--- config.mk ---
export PLATFORM = sky130hd
export DESIGN_NAME = tlis_ctrl
export DESIGN_NICKNAME = d
export VERILOG_FILES = /design/src/tlis_pkg.sv /design/src/tlis_ctrl.sv
export SDC_FILE = /design/constraint.sdc
export NUM_CORES = 1
export LEC_CHECK = 0
export BUFFER_PORTS_ARGS = -buffer_cell sky130_fd_sc_hd__buf_4
export CELL_PAD_IN_SITES_DETAIL_PLACEMENT = 2
export CELL_PAD_IN_SITES_GLOBAL_PLACEMENT = 2
export CORE_AREA = 2 2 39 41
export CTS_CLUSTER_DIAMETER = 120
export DETAILED_ROUTE_END_ITERATION = 10
export DIE_AREA = 0 0 41 43
export GPL_ROUTABILITY_DRIVEN = 1
export PLACE_DENSITY = 0.79
export SYNTH_ARGS = -nofsm -noshare
export SYNTH_HDL_FRONTEND = slang
export SYNTH_SLANG_ARGS = --single-unit
export TNS_END_PERCENT = 5
--- constraint.sdc ---
create_clock -name clk -period 2.6 [get_ports clk]
set_clock_uncertainty 0.15 [all_clocks]
set_input_delay 0.26 -clock clk [delete_from_list [all_inputs] [get_ports clk]]
set_output_delay 0.26 -clock clk [all_outputs]
set_load 0.01 [all_outputs]
--- src/tlis_pkg.sv ---
`default_nettype none
// ----------------------------------------------------------------------------
// tlis_pkg
// Shared types, command codes and character constants for the tape language
// instruction step block.
// ----------------------------------------------------------------------------
package tlis_pkg;

  localparam int PROG_DEPTH_DEF = 2048;
  localparam int DATA_DEPTH_DEF = 32768;
  localparam int CELL_BITS_DEF  = 8;

  localparam int PC_NOW_W = 11;

  localparam logic [1:0] REQ_LOAD    = 2'd0;
  localparam logic [1:0] REQ_STEP    = 2'd1;
  localparam logic [1:0] REQ_RESTART = 2'd2;

  localparam logic [7:0] CH_RIGHT = 8'h3E;
  localparam logic [7:0] CH_LEFT  = 8'h3C;
  localparam logic [7:0] CH_INC   = 8'h2B;
  localparam logic [7:0] CH_DEC   = 8'h2D;
  localparam logic [7:0] CH_OUT   = 8'h2E;
  localparam logic [7:0] CH_IN    = 8'h2C;
  localparam logic [7:0] CH_OPEN  = 8'h5B;
  localparam logic [7:0] CH_CLOSE = 8'h5D;

  typedef struct packed {
    logic [1:0]  req_type;
    logic [10:0] prog_addr;
    logic [7:0]  prog_byte;
    logic [7:0]  in_byte;
  } in_t;

  typedef struct packed {
    logic                out_valid;
    logic [7:0]          out_byte;
    logic                input_used;
    logic                halted;
    logic                fault;
    logic [PC_NOW_W-1:0] pc_now;
  } out_t;

  typedef struct packed {
    logic clear;
    logic accept;
    logic exec;
    logic scan;
    logic emit;
  } cmd_t;

  typedef struct packed {
    logic clear_last;
    logic scan_start;
    logic scan_more;
  } sts_t;

endpackage
`default_nettype wire

--- src/tlis_ctrl.sv ---
`default_nettype none
// ----------------------------------------------------------------------------
// tlis_ctrl
// Sequencer for clearing, execution, bracket scans and the result handshake.
// ----------------------------------------------------------------------------
module tlis_ctrl import tlis_pkg::*; (
  input  wire logic clk,
  input  wire logic rst,
  input  wire logic req_valid,
  output logic      req_ready,
  output logic      rsp_valid,
  input  wire logic rsp_ready,
  input  wire sts_t sts,
  output cmd_t      cmd
);

  localparam logic [2:0] S_CLEAR = 3'd0;
  localparam logic [2:0] S_IDLE  = 3'd1;
  localparam logic [2:0] S_EXEC  = 3'd2;
  localparam logic [2:0] S_SCAN  = 3'd3;
  localparam logic [2:0] S_STAT  = 3'd4;

  logic [2:0] state;
  logic [2:0] state_next;

  assign req_ready  = (state == S_IDLE);
  assign cmd.clear  = (state == S_CLEAR);
  assign cmd.accept = (state == S_IDLE) && req_valid;
  assign cmd.exec   = (state == S_EXEC);
  assign cmd.scan   = (state == S_SCAN);
  assign cmd.emit   = (state == S_STAT) && (!rsp_valid || rsp_ready);

  always_comb begin
    state_next = state;
    unique case (state)
      S_CLEAR: begin
        if (sts.clear_last) begin
          state_next = S_IDLE;
        end
      end
      S_IDLE: begin
        if (req_valid) begin
          state_next = S_EXEC;
        end
      end
      S_EXEC: begin
        state_next = sts.scan_start ? S_SCAN : S_STAT;
      end
      S_SCAN: begin
        state_next = sts.scan_more ? S_SCAN : S_STAT;
      end
      S_STAT: begin
        if (!rsp_valid || rsp_ready) begin
          state_next = S_IDLE;
        end
      end
      default: begin
        state_next = S_CLEAR;
      end
    endcase
  end

  always_ff @(posedge clk) begin
    if (rst) begin
      state     <= S_CLEAR;
      rsp_valid <= 1'b0;
    end else begin
      state <= state_next;
      if (cmd.emit) begin
        rsp_valid <= 1'b1;
      end else if (rsp_ready) begin
        rsp_valid <= 1'b0;
      end
    end
  end

endmodule
`default_nettype wire

==> results by group <==
Run status
  – Status: finished, final reports clean

Die
  – Chip height: 43 um
  – Initial Util: 21.2%
  – Core area: 1380 um2
  – Die Width: ~41 um
  – Die area: roughly 1800 um2
  – Site Rows: 14
  – I/O Pins: 14

Clocking
  – Clock latency on the worst-skew pair: roughly 0.23 ns
  – CTS tree: yes
  – Post-CTS Resized: 0
  – Post-CTS setup buffers: 0
  – Root Driver: clkbuf_4
  – Clock Tree Buf Depth: 2
  – Hold buffers post-CTS: 0
  – Clock transition at path regs: ~0.04 ns
  – H-tree levels: 1
  – CTS buffer count: 3
  – Sinks on the clock net: 4

Cells and area
  – Filler Cells Inserted: approximately 160
  – Synth-to-Final Area Change: 39.7%
  – Layout cells sized above 1: a little over a third
  – Layout Nets: 60
  – Ant diodes: 0
  – Fin util: between 20% and 30%

Global route
  – GR Layer Usage met1: ~13%
  – Vias in the first global route: approximately 290
  – Initial antenna violation count: 0
  – Largest net degree at the start of global routing: 12
  – Grt met3 use: under 10%
  – GRT Overall Usage: about 11%
  – First-pass GRT wire length: about 1.2 mm
  – Grt peak-use layer: met2
  – Met2 GRT Util: 15.6%
  – Global route overflow: 0

Pwr
  – Maximum vdd drop: 227 uV
  – Switching part of the total: a little under a third
  – Pwr/cell area: approximately 540 nW/um2
  – Internal: 0.000151 W
  – Comb power frac: approximately 30%
  – Flop pwr share: between 30% and 40%
  – Clock Power Share: a little over a third
  – Leakage power: about 0.19 nW
  – PnR Total Power: ~0.00022 W
  – Psw: 0.0000689 W

Critical path
  – R2R Setup Slk: approximately 1.2 ns
  – Startpoint class of the critical path: register
  – WP data arrival: approximately 1.3 ns
  – Worst R2R Start: state[0]
  – Critical path data required time: about 2.2 ns
  – R2R cell count: 4
  – CP endpoint kind: primary output
  – Class of the most critical setup path: reg2out
  – Crit-path max FO: 11
  – R2R Path End: state[0]

Drt
  – ANT nets after route: 0
  – Vias/cell: roughly 4.7
  – Via count: 317
  – Routed wire per std cell: roughly 12 um
  – Pre-antenna DRT Iters: 4
  – DRC: 0
  – Post-Route WL: ~800 um
  – Drt first-iter violations: 1

Hold path
  – Min-delay src: rst
  – Min-Delay Endpoint: state[1]
  – Hold Path Class: in2reg
  – WHS Path Cells: 2

Logic synthesis
  – Unique masters post-synth: 21
  – Post-synthesis cell count: 38
  – Mapped Avg Cell Area: roughly 7.7 um2
  – Synth warnings: 0
  – Post-Syn Nets: 45
  – Sequential cell area fraction in the yosys report: between 20% and 30%
  – EDFF count, synth: 0
  – Ys async rst share: 0%
  – Mapped cell area: 293 um2
  – Top FF cell, synth: dfxtp_1
  – Synth Register Bits: 4

Placement
  – Dpl ws: approximately 1.1 ns
  – Post-detail-place hpwl: 642 um
  – RD Place Congestion: about 0.70
  – Port Buffers: 13

Timing
  – RSZ-0062 raised after global routing: no
  – WHS: around 0.075 ns
  – Setup violations, final: 0
  – Worst-Margin Slew: between 0.4 and 0.5 ns
  – Hold Vio Cnt, Final: 0
  – Final min period: about 1.7 ns
  – Max Transition Viols Final: 0
  – Post-Route Setup TNS: 0 ns
  – Final Cycle Share: roughly two thirds
  – Final worst setup slack: 0.908 ns
  – Max Fclk: 591 MHz
  – Relative slew slack: approximately 73%

Flow run
  – Max_cap viols: 0
==> cell usage after synthesis, types with 2 or more instances <==
cell type  instances  share of area [%]
a22oi_1            2                5.1
dfxtp_1            4                 27
nand2b_1           2                4.3
inv_1              2                2.6
nor2_1             9                 12
nand2_1            2                2.6
nor3_1             2                3.4
a31oi_1            2                4.3
==> state kept, by name (all words and copies together), names as in the netlist <==
| register | cells |
|---|---|
| state | 3 |
| rsp_valid | 1 |
==> critical path, cell delays in order, from the launching register on <==
cell,delay [ns]
dfxtp_1,0.56
nor2_1,0.15
and3_1,0.21
buf_4,0.14
==> cell type report <==
class	count	area, um2	share of cell area, %
Clock buffer	3	22.5	5.50
Inverter	2	7.51	1.83
Multi-Input combinational cell	29	181	44.3
Sequential cell	4	80.1	19.6
Tap cell	16	20.0	4.89
Timing Repair Buffer	13	97.6	23.9
==> cells by family after synthesis <==
kind of cell	count (synthesis)	synth area share [%]
DFF	4	27.4
AOI/OAI and AO/OA	9	24.4
buffers and inverters	5	10.7
and+or+nand+nor	19	34.2
muxes	1	3.42
==> stage by stage <==
| stage | area, um2 | std cells |
|---|---|---|
| floorplan | 293 | 38 |
| global placement | 387 | 64 |
| detailed placement | 387 | 64 |
| CTS | 409 | 67 |
| global route | 409 | 67 |
| finish | 409 | 67 |
==> layout by cell type, fill, tap and decap left out <==
cell	netlist	final
mux2i_1	1	1
nor2b_1	1	1
buf_4	1	13
o22a_1	1	1
inv_1	2	2
a22oi_1	2	2
nor3_4	1	1
and2b_1	1	1
nor2_1	9	9
o31ai_1	1	1
a21oi_1	1	1
a211oi_1	1	1
a2111oi_2	1	1
a31oi_1	2	2
dfxtp_1	4	4
and3_1	1	1
nor3_1	2	2
nand2_1	2	2
nand2b_1	2	2
clkbuf_4	0	3
==> power by group through the flow <==
stage / clock network, W / registers (W) / logic [W]
global placement: 0 / 0.0000794 / 0.0000652
detailed placement: 0 / 0.0000806 / 0.0000666
floorplan: 0 / 0.0000688 / 0.0000527
global route: 0.0000897 / 0.0000807 / 0.0000730
CTS: 0.0000813 / 0.0000796 / 0.0000667
finish: 0.0000764 / 0.0000789 / 0.0000650
==> how the worst max path moves through the flow <==
| stage | startpoint | to | cells past startpoint |
|---|---|---|---|
| final | state[2] | cmd[3] | 3 |
| after global routing | state[2] | cmd[3] | 3 |
| after CTS | state[2] | cmd[3] | 3 |
| after detailed placement | state[0] | state[0] | 4 |
| after global placement | state[0] | state[1] | 3 |
| after floorplan | state[2] | cmd[3] | 3 |
==> per-layer routing <==
metal	up-vias	share of wire (%)
met5	-	0
li1	163	-
met3	0	5.2
met1	146	46
met4	0	0
met2	8	48
No activity file was read; power rests on OpenSTA's default activity.
